**config.mk**
```make
export PLATFORM = sky130hd
export DESIGN_NAME = host_request_read_priority_queue
export DESIGN_NICKNAME = d
export VERILOG_FILES = /design/src/hw/rtl/hrq_pkg.sv /design/src/hw/rtl/hrq_ram.sv /design/src/hw/rtl/hrq_front.sv /design/src/hw/rtl/hrq_evq.sv /design/src/hw/rtl/hrq_back.sv /design/src/hw/rtl/host_request_read_priority_queue.sv
export SDC_FILE = /design/constraint.sdc
export NUM_CORES = 2
export LEC_CHECK = 0
export ABC_AREA = 1
export ABC_CLOCK_PERIOD_IN_PS = 11600
export BUFFER_PORTS_ARGS = -buffer_cell sky130_fd_sc_hd__buf_2
export CAP_MARGIN = 20
export CORE_ASPECT_RATIO = 0.9
export CORE_MARGIN = 1.5
export CORE_UTILIZATION = 55
export DETAILED_ROUTE_END_ITERATION = 12
export PLACE_DENSITY = 0.71
export SYNTH_ARGS = -nofsm -noshare
export SYNTH_HDL_FRONTEND = slang
export SYNTH_SLANG_ARGS = --single-unit
```
**constraint.sdc**
```tcl
create_clock -name clk -period 11.6 [get_ports clk]
set_input_delay 1.16 -clock clk [delete_from_list [all_inputs] [get_ports clk]]
set_output_delay 1.16 -clock clk [all_outputs]
set_load 0.1 [all_outputs]
```
**src/hw/rtl/hrq_pkg.sv**
```systemverilog
// ----------------------------------------------------------------------------
// hrq_pkg
// Shared widths, codes and types of the host request read-priority queue.
// ----------------------------------------------------------------------------
package hrq_pkg;

    // Queue geometry and sector size.
    localparam int QUEUE_DEPTH  = 16;
    localparam int SECTOR_BYTES = 512;
    localparam int IDX_W        = (QUEUE_DEPTH > 1) ? $clog2(QUEUE_DEPTH) : 1;
    localparam int CNT_W        = $clog2(QUEUE_DEPTH + 1);

    // Field widths.
    localparam int CMD_W    = 2;
    localparam int ADDR_W   = 40;
    localparam int SCNT_W   = 16;
    localparam int PAGES_W  = 17;
    localparam int BYTES_W  = 26;
    localparam int STATUS_W = 2;
    localparam int SHIFT_W  = 3;
    localparam int HDR_W    = 12;
    localparam int CFG_IDX_W = 2;
    localparam int CFG_DAT_W = 12;

    // Byte length arithmetic: page count scaled by the largest page shift,
    // then by the sector size.
    localparam int SCALE_W   = PAGES_W + (1 << SHIFT_W) - 1;
    localparam int PROD_W    = SCALE_W + $clog2(SECTOR_BYTES + 1);
    localparam int BYTES_MAX = (1 << BYTES_W) - 1;

    // Decoupling queue between front and back.
    localparam int EVQ_DEPTH = 2;
    localparam int EVQ_IDX_W = (EVQ_DEPTH > 1) ? $clog2(EVQ_DEPTH) : 1;
    localparam int EVQ_CNT_W = $clog2(EVQ_DEPTH + 1);

    // Command codes.
    localparam logic [CMD_W-1:0] CMD_SUBMIT = 2'd0;
    localparam logic [CMD_W-1:0] CMD_GRANT  = 2'd1;
    localparam logic [CMD_W-1:0] CMD_DONE   = 2'd2;

    // Status codes.
    localparam logic [STATUS_W-1:0] ST_OK        = 2'd0;
    localparam logic [STATUS_W-1:0] ST_FULL      = 2'd1;
    localparam logic [STATUS_W-1:0] ST_GRANT_REJ = 2'd2;
    localparam logic [STATUS_W-1:0] ST_DONE_REJ  = 2'd3;

    // Configuration register indexes.
    localparam logic [CFG_IDX_W-1:0] CFG_MODE   = 2'd0;
    localparam logic [CFG_IDX_W-1:0] CFG_SHIFT  = 2'd1;
    localparam logic [CFG_IDX_W-1:0] CFG_HEADER = 2'd2;

    // Configuration reset values.
    localparam logic              MODE_RST   = 1'b1;
    localparam logic [SHIFT_W-1:0] SHIFT_RST  = 3'd3;
    localparam logic [HDR_W-1:0]  HEADER_RST = 12'd64;

    typedef struct packed {
        logic               read_first_mode;
        logic [SHIFT_W-1:0] page_shift;
        logic [HDR_W-1:0]   header_bytes;
    } cfg_t;

    // One queued request.
    typedef struct packed {
        logic [ADDR_W-1:0]  page;
        logic [PAGES_W-1:0] pages;
        logic               rd;
        logic [BYTES_W-1:0] bytes;
    } entry_t;

    localparam int ENTRY_W = $bits(entry_t);

    // Classified event kinds handed from front to back.
    typedef enum logic [2:0] {
        EV_PUSH_RD,
        EV_PUSH_WR,
        EV_GRANT,
        EV_DONE,
        EV_BAD
    } ev_kind_t;

    typedef struct packed {
        ev_kind_t kind;
        entry_t   entry;
    } ev_t;

    // One result beat.
    typedef struct packed {
        logic [STATUS_W-1:0] status;
        logic                offer_valid;
        entry_t              offer;
        logic                send_request;
    } result_t;

    // Back end sequencer states.
    typedef enum logic [1:0] {
        BK_IDLE,
        BK_LOOK,
        BK_SEND
    } bk_state_t;

endpackage

```
**src/hw/rtl/hrq_ram.sv**
```systemverilog
// ----------------------------------------------------------------------------
// hrq_ram
// Generic single-write, single-read RAM with a registered read port.
// ----------------------------------------------------------------------------
module hrq_ram #(
    parameter int WIDTH = 8,
    parameter int DEPTH = 16
) (
    input  logic                                   clk,
    input  logic                                   we,
    input  logic [((DEPTH > 1) ? $clog2(DEPTH) : 1)-1:0] waddr,
    input  logic [WIDTH-1:0]                       wdata,
    input  logic [((DEPTH > 1) ? $clog2(DEPTH) : 1)-1:0] raddr,
    output logic [WIDTH-1:0]                       rdata
);

    logic [WIDTH-1:0] mem_reg [DEPTH];
    logic [WIDTH-1:0] rdata_reg;

    // Storage write and registered read.
    always_ff @(posedge clk)
    begin
        if (we)
        begin
            mem_reg[waddr] <= wdata;
        end
        rdata_reg <= mem_reg[raddr];
    end

    assign rdata = rdata_reg;

endmodule

```
**src/hw/rtl/hrq_front.sv**
```systemverilog
// ----------------------------------------------------------------------------
// hrq_front
// Accepts input beats, classifies the command and converts the sector range
// of a submit into a first page, a page count and a transfer byte length.
// ----------------------------------------------------------------------------
module hrq_front (
    input  logic                          clk,
    input  logic                          rst_n,
    input  hrq_pkg::cfg_t                 cfg,
    input  logic                          in_valid,
    output logic                          in_ready,
    input  logic [hrq_pkg::CMD_W-1:0]     command,
    input  logic [hrq_pkg::ADDR_W-1:0]    sector_addr,
    input  logic [hrq_pkg::SCNT_W-1:0]    sector_count,
    input  logic                          is_read,
    output logic                          ev_valid,
    input  logic                          ev_ready,
    output hrq_pkg::ev_t                  ev
);

    logic                           s1_valid_reg, s1_valid_next;
    hrq_pkg::ev_kind_t              s1_kind_reg;
    logic [hrq_pkg::ADDR_W-1:0]     s1_page_reg;
    logic [hrq_pkg::PAGES_W-1:0]    s1_first_reg;
    logic [hrq_pkg::PAGES_W-1:0]    s1_last_reg;
    logic                           s1_rd_reg;

    hrq_pkg::ev_kind_t              kind_in;
    logic [hrq_pkg::SCNT_W-1:0]     cnt_eff;
    logic [hrq_pkg::ADDR_W:0]       last_sector;
    logic [hrq_pkg::ADDR_W-1:0]     first_page;
    logic [hrq_pkg::ADDR_W:0]       last_page;
    logic                           load_s1;

    logic [hrq_pkg::PAGES_W-1:0]    pages;
    logic [hrq_pkg::SCALE_W-1:0]    scaled;
    logic [hrq_pkg::PROD_W-1:0]     data_bytes;
    logic [hrq_pkg::PROD_W:0]       total_bytes;
    logic [hrq_pkg::BYTES_W-1:0]    write_bytes;

    // Command decode; a submit goes to the read queue only in read-first mode.
    always_comb
    begin
        unique case (command)
            hrq_pkg::CMD_SUBMIT:
            begin
                kind_in = (cfg.read_first_mode && is_read) ? hrq_pkg::EV_PUSH_RD
                                                           : hrq_pkg::EV_PUSH_WR;
            end
            hrq_pkg::CMD_GRANT: kind_in = hrq_pkg::EV_GRANT;
            hrq_pkg::CMD_DONE:  kind_in = hrq_pkg::EV_DONE;
            default:            kind_in = hrq_pkg::EV_BAD;
        endcase
    end

    // Sector range to first and last page. A zero count counts as one sector.
    assign cnt_eff     = (sector_count == '0) ? hrq_pkg::SCNT_W'(1) : sector_count;
    assign last_sector = {1'b0, sector_addr} + (hrq_pkg::ADDR_W + 1)'(cnt_eff)
                         - (hrq_pkg::ADDR_W + 1)'(1);
    assign first_page  = sector_addr >> cfg.page_shift;
    assign last_page   = last_sector >> cfg.page_shift;

    // The first stage moves on whenever it is empty or hands its beat over.
    assign in_ready      = !s1_valid_reg || ev_ready;
    assign load_s1       = in_valid && in_ready;
    assign s1_valid_next = load_s1 ? 1'b1 : (ev_ready ? 1'b0 : s1_valid_reg);

    always_ff @(posedge clk or negedge rst_n)
    begin
        if (!rst_n)
        begin
            s1_valid_reg <= 1'b0;
        end
        else
        begin
            s1_valid_reg <= s1_valid_next;
        end
    end

    always_ff @(posedge clk)
    begin
        if (load_s1)
        begin
            s1_kind_reg  <= kind_in;
            s1_page_reg  <= first_page;
            s1_first_reg <= first_page[hrq_pkg::PAGES_W-1:0];
            s1_last_reg  <= last_page[hrq_pkg::PAGES_W-1:0];
            s1_rd_reg    <= is_read;
        end
    end

    // Page count and byte length; a write carries its page data, saturated.
    assign pages       = s1_last_reg - s1_first_reg + hrq_pkg::PAGES_W'(1);
    assign scaled      = hrq_pkg::SCALE_W'(pages) << cfg.page_shift;
    assign data_bytes  = hrq_pkg::PROD_W'(scaled) * hrq_pkg::PROD_W'(hrq_pkg::SECTOR_BYTES);
    assign total_bytes = (hrq_pkg::PROD_W + 1)'(data_bytes)
                         + (hrq_pkg::PROD_W + 1)'(cfg.header_bytes);
    assign write_bytes = (total_bytes > (hrq_pkg::PROD_W + 1)'(hrq_pkg::BYTES_MAX))
                         ? hrq_pkg::BYTES_W'(hrq_pkg::BYTES_MAX)
                         : total_bytes[hrq_pkg::BYTES_W-1:0];

    always_comb
    begin
        ev.kind        = s1_kind_reg;
        ev.entry.page  = s1_page_reg;
        ev.entry.pages = pages;
        ev.entry.rd    = s1_rd_reg;
        ev.entry.bytes = s1_rd_reg ? hrq_pkg::BYTES_W'(cfg.header_bytes) : write_bytes;
    end

    assign ev_valid = s1_valid_reg;

endmodule

```
**src/hw/rtl/hrq_evq.sv**
```systemverilog
// ----------------------------------------------------------------------------
// hrq_evq
// Short event queue that decouples the front end from the back end.
// ----------------------------------------------------------------------------
module hrq_evq (
    input  logic          clk,
    input  logic          rst_n,
    input  logic          push_valid,
    output logic          push_ready,
    input  hrq_pkg::ev_t  push_ev,
    output logic          pop_valid,
    input  logic          pop_ready,
    output hrq_pkg::ev_t  pop_ev
);

    hrq_pkg::ev_t                   slot_reg [hrq_pkg::EVQ_DEPTH];
    logic [hrq_pkg::EVQ_IDX_W-1:0]  wr_ptr_reg, wr_ptr_next;
    logic [hrq_pkg::EVQ_IDX_W-1:0]  rd_ptr_reg, rd_ptr_next;
    logic [hrq_pkg::EVQ_CNT_W-1:0]  count_reg, count_next;
    logic                           do_push;
    logic                           do_pop;

    assign push_ready = (count_reg != hrq_pkg::EVQ_CNT_W'(hrq_pkg::EVQ_DEPTH));
    assign pop_valid  = (count_reg != '0);
    assign do_push    = push_valid && push_ready;
    assign do_pop     = pop_valid && pop_ready;
    assign pop_ev     = slot_reg[rd_ptr_reg];

    // Pointer and fill count update with wrap at the queue depth.
    always_comb
    begin
        wr_ptr_next = wr_ptr_reg;
        rd_ptr_next = rd_ptr_reg;
        count_next  = count_reg;
        if (do_push)
        begin
            wr_ptr_next = (wr_ptr_reg == hrq_pkg::EVQ_IDX_W'(hrq_pkg::EVQ_DEPTH - 1))
                          ? '0 : wr_ptr_reg + 1'b1;
        end
        if (do_pop)
        begin
            rd_ptr_next = (rd_ptr_reg == hrq_pkg::EVQ_IDX_W'(hrq_pkg::EVQ_DEPTH - 1))
                          ? '0 : rd_ptr_reg + 1'b1;
        end
        if (do_push && !do_pop)
        begin
            count_next = count_reg + 1'b1;
        end
        else if (do_pop && !do_push)
        begin
            count_next = count_reg - 1'b1;
        end
    end

    always_ff @(posedge clk or negedge rst_n)
    begin
        if (!rst_n)
        begin
            wr_ptr_reg <= '0;
            rd_ptr_reg <= '0;
            count_reg  <= '0;
        end
        else
        begin
            wr_ptr_reg <= wr_ptr_next;
            rd_ptr_reg <= rd_ptr_next;
            count_reg  <= count_next;
        end
    end

    always_ff @(posedge clk)
    begin
        if (do_push)
        begin
            slot_reg[wr_ptr_reg] <= push_ev;
        end
    end

endmodule

```
**src/hw/rtl/hrq_back.sv**
```systemverilog
// ----------------------------------------------------------------------------
// hrq_back
// Carries out classified events on the read and write queues and the channel
// flag, then reads the head entries and forms the offer of the result beat.
// ----------------------------------------------------------------------------
module hrq_back (
    input  logic              clk,
    input  logic              rst_n,
    input  hrq_pkg::cfg_t     cfg,
    input  logic              ev_valid,
    output logic              ev_ready,
    input  hrq_pkg::ev_t      ev,
    output logic              out_valid,
    input  logic              out_ready,
    output hrq_pkg::result_t  result
);

    hrq_pkg::bk_state_t             state_reg, state_next;
    logic [hrq_pkg::CNT_W-1:0]      rd_count_reg, rd_count_next;
    logic [hrq_pkg::CNT_W-1:0]      wr_count_reg, wr_count_next;
    logic [hrq_pkg::IDX_W-1:0]      rd_head_reg, rd_head_next;
    logic [hrq_pkg::IDX_W-1:0]      wr_head_reg, wr_head_next;
    logic                           busy_reg, busy_next;
    logic [hrq_pkg::STATUS_W-1:0]   status_reg, status_next;
    logic                           ask_reg, ask_next;
    logic                           out_valid_reg, out_valid_next;
    hrq_pkg::result_t               result_reg, result_next;

    logic                           exec;
    logic                           load_out;
    logic                           pick_rd;
    logic                           pick_wr;
    logic                           rd_we;
    logic                           wr_we;
    logic [hrq_pkg::IDX_W-1:0]      rd_waddr;
    logic [hrq_pkg::IDX_W-1:0]      wr_waddr;
    logic [hrq_pkg::ENTRY_W-1:0]    rd_rdata;
    logic [hrq_pkg::ENTRY_W-1:0]    wr_rdata;
    logic                           offer_ok;

    // Slot behind the last entry of a ring: head plus count, wrapped once.
    function automatic logic [hrq_pkg::IDX_W-1:0] tail_index(
        input logic [hrq_pkg::IDX_W-1:0] head,
        input logic [hrq_pkg::CNT_W-1:0] count
    );
        logic [hrq_pkg::IDX_W:0] sum;
        sum = (hrq_pkg::IDX_W + 1)'(head) + (hrq_pkg::IDX_W + 1)'(count);
        if (sum >= (hrq_pkg::IDX_W + 1)'(hrq_pkg::QUEUE_DEPTH))
        begin
            sum = sum - (hrq_pkg::IDX_W + 1)'(hrq_pkg::QUEUE_DEPTH);
        end
        return sum[hrq_pkg::IDX_W-1:0];
    endfunction

    // Head after a pop, wrapped at the queue depth.
    function automatic logic [hrq_pkg::IDX_W-1:0] head_inc(
        input logic [hrq_pkg::IDX_W-1:0] head
    );
        return (head == hrq_pkg::IDX_W'(hrq_pkg::QUEUE_DEPTH - 1)) ? '0 : head + 1'b1;
    endfunction

    // Queue storage, read at the head of each ring.
    hrq_ram #(
        .WIDTH (hrq_pkg::ENTRY_W),
        .DEPTH (hrq_pkg::QUEUE_DEPTH)
    ) u_rd_ram (
        .clk   (clk),
        .we    (rd_we),
        .waddr (rd_waddr),
        .wdata (ev.entry),
        .raddr (rd_head_reg),
        .rdata (rd_rdata)
    );

    hrq_ram #(
        .WIDTH (hrq_pkg::ENTRY_W),
        .DEPTH (hrq_pkg::QUEUE_DEPTH)
    ) u_wr_ram (
        .clk   (clk),
        .we    (wr_we),
        .waddr (wr_waddr),
        .wdata (ev.entry),
        .raddr (wr_head_reg),
        .rdata (wr_rdata)
    );

    // Sequencer next state: execute, look up the heads, then send.
    always_comb
    begin
        state_next = state_reg;
        unique case (state_reg)
            hrq_pkg::BK_IDLE: if (ev_valid) state_next = hrq_pkg::BK_LOOK;
            hrq_pkg::BK_LOOK: state_next = hrq_pkg::BK_SEND;
            hrq_pkg::BK_SEND: if (!out_valid_reg || out_ready) state_next = hrq_pkg::BK_IDLE;
            default:          state_next = hrq_pkg::BK_IDLE;
        endcase
    end

    // Sequencer outputs.
    always_comb
    begin
        ev_ready = 1'b0;
        load_out = 1'b0;
        unique case (state_reg)
            hrq_pkg::BK_IDLE: ev_ready = 1'b1;
            hrq_pkg::BK_LOOK: ;
            hrq_pkg::BK_SEND: load_out = !out_valid_reg || out_ready;
            default:          ;
        endcase
    end

    assign exec = ev_valid && ev_ready;

    // Queue that the offer and a grant use; reads win in read-first mode.
    assign pick_rd = cfg.read_first_mode && (rd_count_reg != '0);
    assign pick_wr = !pick_rd && (wr_count_reg != '0);

    assign rd_waddr = tail_index(rd_head_reg, rd_count_reg);
    assign wr_waddr = tail_index(wr_head_reg, wr_count_reg);

    // Event execution.
    always_comb
    begin
        rd_count_next = rd_count_reg;
        wr_count_next = wr_count_reg;
        rd_head_next  = rd_head_reg;
        wr_head_next  = wr_head_reg;
        busy_next     = busy_reg;
        status_next   = status_reg;
        ask_next      = ask_reg;
        rd_we         = 1'b0;
        wr_we         = 1'b0;
        if (exec)
        begin
            status_next = hrq_pkg::ST_OK;
            ask_next    = 1'b0;
            case (ev.kind)
                hrq_pkg::EV_PUSH_RD:
                begin
                    ask_next = 1'b1;
                    if (rd_count_reg == hrq_pkg::CNT_W'(hrq_pkg::QUEUE_DEPTH))
                    begin
                        status_next = hrq_pkg::ST_FULL;
                    end
                    else
                    begin
                        rd_we         = 1'b1;
                        rd_count_next = rd_count_reg + 1'b1;
                    end
                end
                hrq_pkg::EV_PUSH_WR:
                begin
                    ask_next = 1'b1;
                    if (wr_count_reg == hrq_pkg::CNT_W'(hrq_pkg::QUEUE_DEPTH))
                    begin
                        status_next = hrq_pkg::ST_FULL;
                    end
                    else
                    begin
                        wr_we         = 1'b1;
                        wr_count_next = wr_count_reg + 1'b1;
                    end
                end
                hrq_pkg::EV_GRANT:
                begin
                    if (busy_reg || (!pick_rd && !pick_wr))
                    begin
                        status_next = hrq_pkg::ST_GRANT_REJ;
                    end
                    else
                    begin
                        busy_next = 1'b1;
                        if (pick_rd)
                        begin
                            rd_head_next  = head_inc(rd_head_reg);
                            rd_count_next = rd_count_reg - 1'b1;
                        end
                        else
                        begin
                            wr_head_next  = head_inc(wr_head_reg);
                            wr_count_next = wr_count_reg - 1'b1;
                        end
                    end
                end
                hrq_pkg::EV_DONE:
                begin
                    if (!busy_reg)
                    begin
                        status_next = hrq_pkg::ST_DONE_REJ;
                    end
                    else
                    begin
                        busy_next = 1'b0;
                        ask_next  = 1'b1;
                    end
                end
                default:
                begin
                    status_next = hrq_pkg::ST_GRANT_REJ;
                end
            endcase
        end
    end

    // Result beat from the state after the event; offer fields are zero without an offer.
    assign offer_ok = !busy_reg && (pick_rd || pick_wr);

    always_comb
    begin
        result_next              = result_reg;
        out_valid_next           = out_valid_reg;
        if (out_ready)
        begin
            out_valid_next = 1'b0;
        end
        if (load_out)
        begin
            out_valid_next           = 1'b1;
            result_next.status       = status_reg;
            result_next.offer_valid  = offer_ok;
            result_next.send_request = offer_ok && ask_reg;
            if (!offer_ok)
            begin
                result_next.offer = '0;
            end
            else if (pick_rd)
            begin
                result_next.offer = hrq_pkg::entry_t'(rd_rdata);
            end
            else
            begin
                result_next.offer = hrq_pkg::entry_t'(wr_rdata);
            end
        end
    end

    always_ff @(posedge clk or negedge rst_n)
    begin
        if (!rst_n)
        begin
            state_reg     <= hrq_pkg::BK_IDLE;
            rd_count_reg  <= '0;
            wr_count_reg  <= '0;
            rd_head_reg   <= '0;
            wr_head_reg   <= '0;
            busy_reg      <= 1'b0;
            out_valid_reg <= 1'b0;
        end
        else
        begin
            state_reg     <= state_next;
            rd_count_reg  <= rd_count_next;
            wr_count_reg  <= wr_count_next;
            rd_head_reg   <= rd_head_next;
            wr_head_reg   <= wr_head_next;
            busy_reg      <= busy_next;
            out_valid_reg <= out_valid_next;
        end
    end

    always_ff @(posedge clk)
    begin
        status_reg <= status_next;
        ask_reg    <= ask_next;
        result_reg <= result_next;
    end

    assign out_valid = out_valid_reg;
    assign result    = result_reg;

endmodule

```
**src/hw/rtl/host_request_read_priority_queue.sv**
```systemverilog
// An accepted input beat passes the front stage register, the event queue
// and the back end sequence of execute, head lookup in the registered-read
// queue RAMs, and send; a new event waits until the last result is loaded.
// Reset: queue counts, heads and the channel busy flag clear; configuration
// returns to read-first mode, page shift 3, header 64 bytes. Queue storage
// is not cleared and needs no clearing pass.
// ----------------------------------------------------------------------------
// host_request_read_priority_queue
// Host request front end: sector to page conversion, read-over-write
// priority queues and a channel grant/complete handshake.
// ----------------------------------------------------------------------------
module host_request_read_priority_queue (
    input  logic                               clk,
    input  logic                               rst_n,
    // Configuration write port.
    input  logic                               cfg_we,
    input  logic [hrq_pkg::CFG_IDX_W-1:0]      cfg_index,
    input  logic [hrq_pkg::CFG_DAT_W-1:0]      cfg_wdata,
    // Input channel.
    input  logic                               in_valid,
    output logic                               in_ready,
    input  logic [hrq_pkg::CMD_W-1:0]          command,
    input  logic [hrq_pkg::ADDR_W-1:0]         sector_addr,
    input  logic [hrq_pkg::SCNT_W-1:0]         sector_count,
    input  logic                               is_read,
    // Result channel.
    output logic                               out_valid,
    input  logic                               out_ready,
    output logic [hrq_pkg::STATUS_W-1:0]       status,
    output logic                               offer_valid,
    output logic [hrq_pkg::ADDR_W-1:0]         offer_page,
    output logic [hrq_pkg::PAGES_W-1:0]        offer_pages,
    output logic                               offer_is_read,
    output logic [hrq_pkg::BYTES_W-1:0]        offer_bytes,
    output logic                               send_request
);

    logic                          mode_reg;
    logic [hrq_pkg::SHIFT_W-1:0]   shift_reg;
    logic [hrq_pkg::HDR_W-1:0]     header_reg;
    hrq_pkg::cfg_t                 cfg;

    logic                          fr_valid;
    logic                          fr_ready;
    hrq_pkg::ev_t                  fr_ev;
    logic                          bk_valid;
    logic                          bk_ready;
    hrq_pkg::ev_t                  bk_ev;
    hrq_pkg::result_t              result;

    // Configuration registers; writes to unused indexes are ignored.
    always_ff @(posedge clk or negedge rst_n)
    begin
        if (!rst_n)
        begin
            mode_reg   <= hrq_pkg::MODE_RST;
            shift_reg  <= hrq_pkg::SHIFT_RST;
            header_reg <= hrq_pkg::HEADER_RST;
        end
        else if (cfg_we)
        begin
            unique case (cfg_index)
                hrq_pkg::CFG_MODE:   mode_reg   <= cfg_wdata[0];
                hrq_pkg::CFG_SHIFT:  shift_reg  <= cfg_wdata[hrq_pkg::SHIFT_W-1:0];
                hrq_pkg::CFG_HEADER: header_reg <= cfg_wdata[hrq_pkg::HDR_W-1:0];
                default:             ;
            endcase
        end
    end

    assign cfg.read_first_mode = mode_reg;
    assign cfg.page_shift      = shift_reg;
    assign cfg.header_bytes    = header_reg;

    hrq_front u_front (
        .clk          (clk),
        .rst_n        (rst_n),
        .cfg          (cfg),
        .in_valid     (in_valid),
        .in_ready     (in_ready),
        .command      (command),
        .sector_addr  (sector_addr),
        .sector_count (sector_count),
        .is_read      (is_read),
        .ev_valid     (fr_valid),
        .ev_ready     (fr_ready),
        .ev           (fr_ev)
    );

    hrq_evq u_evq (
        .clk        (clk),
        .rst_n      (rst_n),
        .push_valid (fr_valid),
        .push_ready (fr_ready),
        .push_ev    (fr_ev),
        .pop_valid  (bk_valid),
        .pop_ready  (bk_ready),
        .pop_ev     (bk_ev)
    );

    hrq_back u_back (
        .clk       (clk),
        .rst_n     (rst_n),
        .cfg       (cfg),
        .ev_valid  (bk_valid),
        .ev_ready  (bk_ready),
        .ev        (bk_ev),
        .out_valid (out_valid),
        .out_ready (out_ready),
        .result    (result)
    );

    // Result beat fields.
    assign status        = result.status;
    assign offer_valid   = result.offer_valid;
    assign offer_page    = result.offer.page;
    assign offer_pages   = result.offer.pages;
    assign offer_is_read = result.offer.rd;
    assign offer_bytes   = result.offer.bytes;
    assign send_request  = result.send_request;

endmodule
```
==> impl_metrics.tcl <==
set metrics [dict create \
    power_density_mw_per_mm2 279 \
    dieArea_mm2 0.234 \
    synth_area_per_cell_um2 13.3 \
    hold_slack_ns 0.336 \
    slew_violations 0 \
    die_x_um 510 \
    postRouteAntennaNets 0 \
    cp.arrival_ns 5.82 \
    reg2reg_depth 11 \
    track_usage_pct 31.0 \
    setup_viol 0 \
    viasPerCell 6.42 \
    synth_edf_count 3014 \
    pwr-share-clk_pct 26.0 \
    numPortBuffers 167 \
    numCtsBuffers 321 \
    synth_cell_types 53 \
    ctsResizeCount 0 \
    fin_crit_ns 5.26 \
    post_cts.repair.setup_buffers 0 \
    placedInstanceArea_mm2 0.131 \
    dp_cells 12400 \
    rsz0062_at_grt "no" \
    syn_inst 9591 \
    leakagePower_nw 48.0 \
    nets 9832 \
    synthArstFlopShare_pct 1.33 \
    gp_congestion 0.909 \
    cp.required_ns 12.16 \
    finalHoldViolations 0 \
    insertion_delay_ns 0.95 \
    synth_seq_cells 3225 \
    critPathLaunchType "flip-flop" \
    cts_hold_buf 0 \
    crit_type "flip-flop to flip-flop" \
    worstReg2RegEnd "u_back.u_wr_ram.mem_reg[9][57]" \
    fmax_mhz 190 \
    yosysWarnings 0 \
    layout_commonest_cell "edfxtp_1" \
    tritoncts "built" \
    route.detailed.drc 0 \
    dp_hpwl_um 212000 \
    clkTransAtPathRegs_ns 0.06 \
    worst_clock_skew_ns 0.0583 \
    peakVddDrop_mv 0.209 \
    initial_utilization_pct 55.3 \
    gr-total-overflow 0 \
    crit_path_max_fanout 43 \
    grt_max_degree 260 \
    dr_total_vias 83200 \
    p_switching_w 0.0150 \
    cap_violations 0 \
    clock_path_buffers 4 \
    ys.flop_type "edfxtp_1" \
    layout_common_cells "edfxtp_1, nor2_1, nand2_1" \
    design_area_mm2 0.142 \
    syn_area_mm2 0.127 \
    htreeDepth 5 \
    end_kind "flip-flop" \
    synth-seq-area-share_pct 74.6 \
    r2r_start "u_evq.rd_ptr_reg" \
    setup_tns_ns 0 \
    syn-num-nets 9766 \
    seqPwrFrac_pct 41.4 \
    grt_pass1_vias 79100 \
    wl_per_cell_um 28.4 \
    reg2reg_slack_ns 6.34 \
    sw_frac_of_total_pct 37.8 \
    rows 167 \
    slew_headroom_pct 19.0 \
    internal_power_w 0.0246 \
    dieHeight_um 459 \
    antenna_found_initial 24 \
    stdcell_count 12900 \
    worst_pin_slew_ns 1.22 \
    drive_above_1_share_pct 10.6 \
    drt_iter0_drc 12400 \
    fin_crit_sh_pct 45.3 \
    cts-root-buf "clkbuf_16" \
    fillCellCount 16600 \
    grt_pass1_wl_um 529000 \
    drt-total-wl_um 368000 \
    firstDrtPassIters 9 \
    combPwrFrac_pct 32.6 \
    pin_count 168 \
    status "finished clean" \
    area_delta_synth_final_pct 11.6 \
    min_path_type "input pin to async pin" \
    core_area_mm2 0.230 \
    cts.sinks 3225 \
]
==> stage by stage <==
step	utilization (%)	setup WS [ns]	power, W
after floorplan	-	5.66	0.0240
after global placement	57.1	6.47	0.0288
after detailed placement	57.1	6.49	0.0291
after CTS	61.6	6.47	0.0393
after global routing	61.7	6.10	0.0409
final	61.7	6.34	0.0396
==> synthesized netlist by cell type (8+ instances only) <==
library cell	count	share of area, %
a21oi_1	487	1.9
buf_1	67	0.20
buf_2	15	0.059
clkbuf_1	533	1.6
dfrtp_1	39	0.77
dfxtp_1	168	2.6
edfxtp_1	3014	71
ha_1	90	0.89
inv_1	239	0.71
mux2i_1	168	1.3
nand2_1	1163	3.4
nand2_2	47	0.23
nand2_4	8	0.071
nand3_1	326	1.3
nand3_2	29	0.23
nand4_1	20	0.098
nor2_1	1260	3.7
nor2_2	9	0.044
nor3_1	22	0.087
nor4_1	8	0.039
o211ai_1	43	0.25
o21ai_0	1037	4.1
o21ai_1	8	0.031
o221ai_1	300	2.1
o22ai_1	170	0.84
o32ai_1	205	1.4
or2_2	9	0.044
xnor2_1	14	0.096
xor2_1	25	0.17
==> layout make-up <==
class | instances | area, um2 | share of cell area [%]
Tap cell | 3042 | 3810 | 2.68
Inverter | 251 | 995 | 0.700
Antenna cell | 6 | 15.0 | 0.0106
Clock buffer | 413 | 8840 | 6.22
Sequential cell | 3225 | 95000 | 66.9
Multi-Input combinational cell | 5495 | 29300 | 20.6
Timing Repair Buffer | 363 | 2560 | 1.80
Clock inverter | 153 | 1520 | 1.07
==> worst max path at each step <==
stage	from	endpoint	slack, ns	cells after the start
2_1_floorplan	u_back.wr_head_reg[1]	u_back.u_wr_ram.mem_reg[10][0]	5.66	8
3_3_place_gp	u_evq.rd_ptr_reg	u_back.u_wr_ram.mem_reg[9][13]	6.47	11
3_5_place_dp	u_evq.rd_ptr_reg	u_back.u_rd_ram.mem_reg[5][8]	6.49	9
4_1_cts	u_evq.rd_ptr_reg	u_back.u_wr_ram.mem_reg[9][57]	6.47	11
5_1_grt	u_evq.rd_ptr_reg	u_back.u_wr_ram.mem_reg[9][57]	6.10	11
6_report	u_evq.rd_ptr_reg	u_back.u_wr_ram.mem_reg[9][57]	6.34	11
==> cell families (layout without fill, tap and decap cells) <==
family | Yosys count | in the layout | share of synthesized area (%)
AO/OA/AOI/OAI | 2273 | 2273 | 10.7
XOR/XNOR | 39 | 39 | 0.268
adder cells (fa/ha/maj) | 97 | 97 | 0.995
buffers and inverters | 871 | 1180 | 2.62
flip-flops | 3225 | 3225 | 74.6
multiplexers | 171 | 171 | 1.35
other | 0 | 6 | 0
AND/OR/NAND/NOR | 2915 | 2915 | 9.39
==> layer usage <==
layer  track usage (%)  up-vias  wire length [um]
met4              14.9       12             18800
met2              46.7     5573            166000
met5                 0        -                72
li1                  -    35700                 -
met1              43.4    41100            139000
met3              6.61      796             44100
==> worst max-delay path, stage by stage (launching register included) <==
cell and delay (ns):
dfrtp_4 0.54, clkinv_2 0.37, or2_2 0.43, o21ai_2 0.09
nand2_1 0.13, nor2_1 0.20, inv_1 0.07, nor3_1 0.47
nand3_1 0.47, nor2_4 0.60, buf_4 0.82, buf_4 0.59
==> power by group through the flow <==
stage               logic [W]  registers [W]  clock network, W
floorplan             0.00674         0.0173                 0
global placement       0.0122         0.0166                 0
detailed placement     0.0125         0.0166                 0
CTS                    0.0126         0.0164            0.0103
global route           0.0137         0.0165            0.0108
finish                 0.0129         0.0164            0.0103
Note: power is estimated with default switching activity, not from simulation.
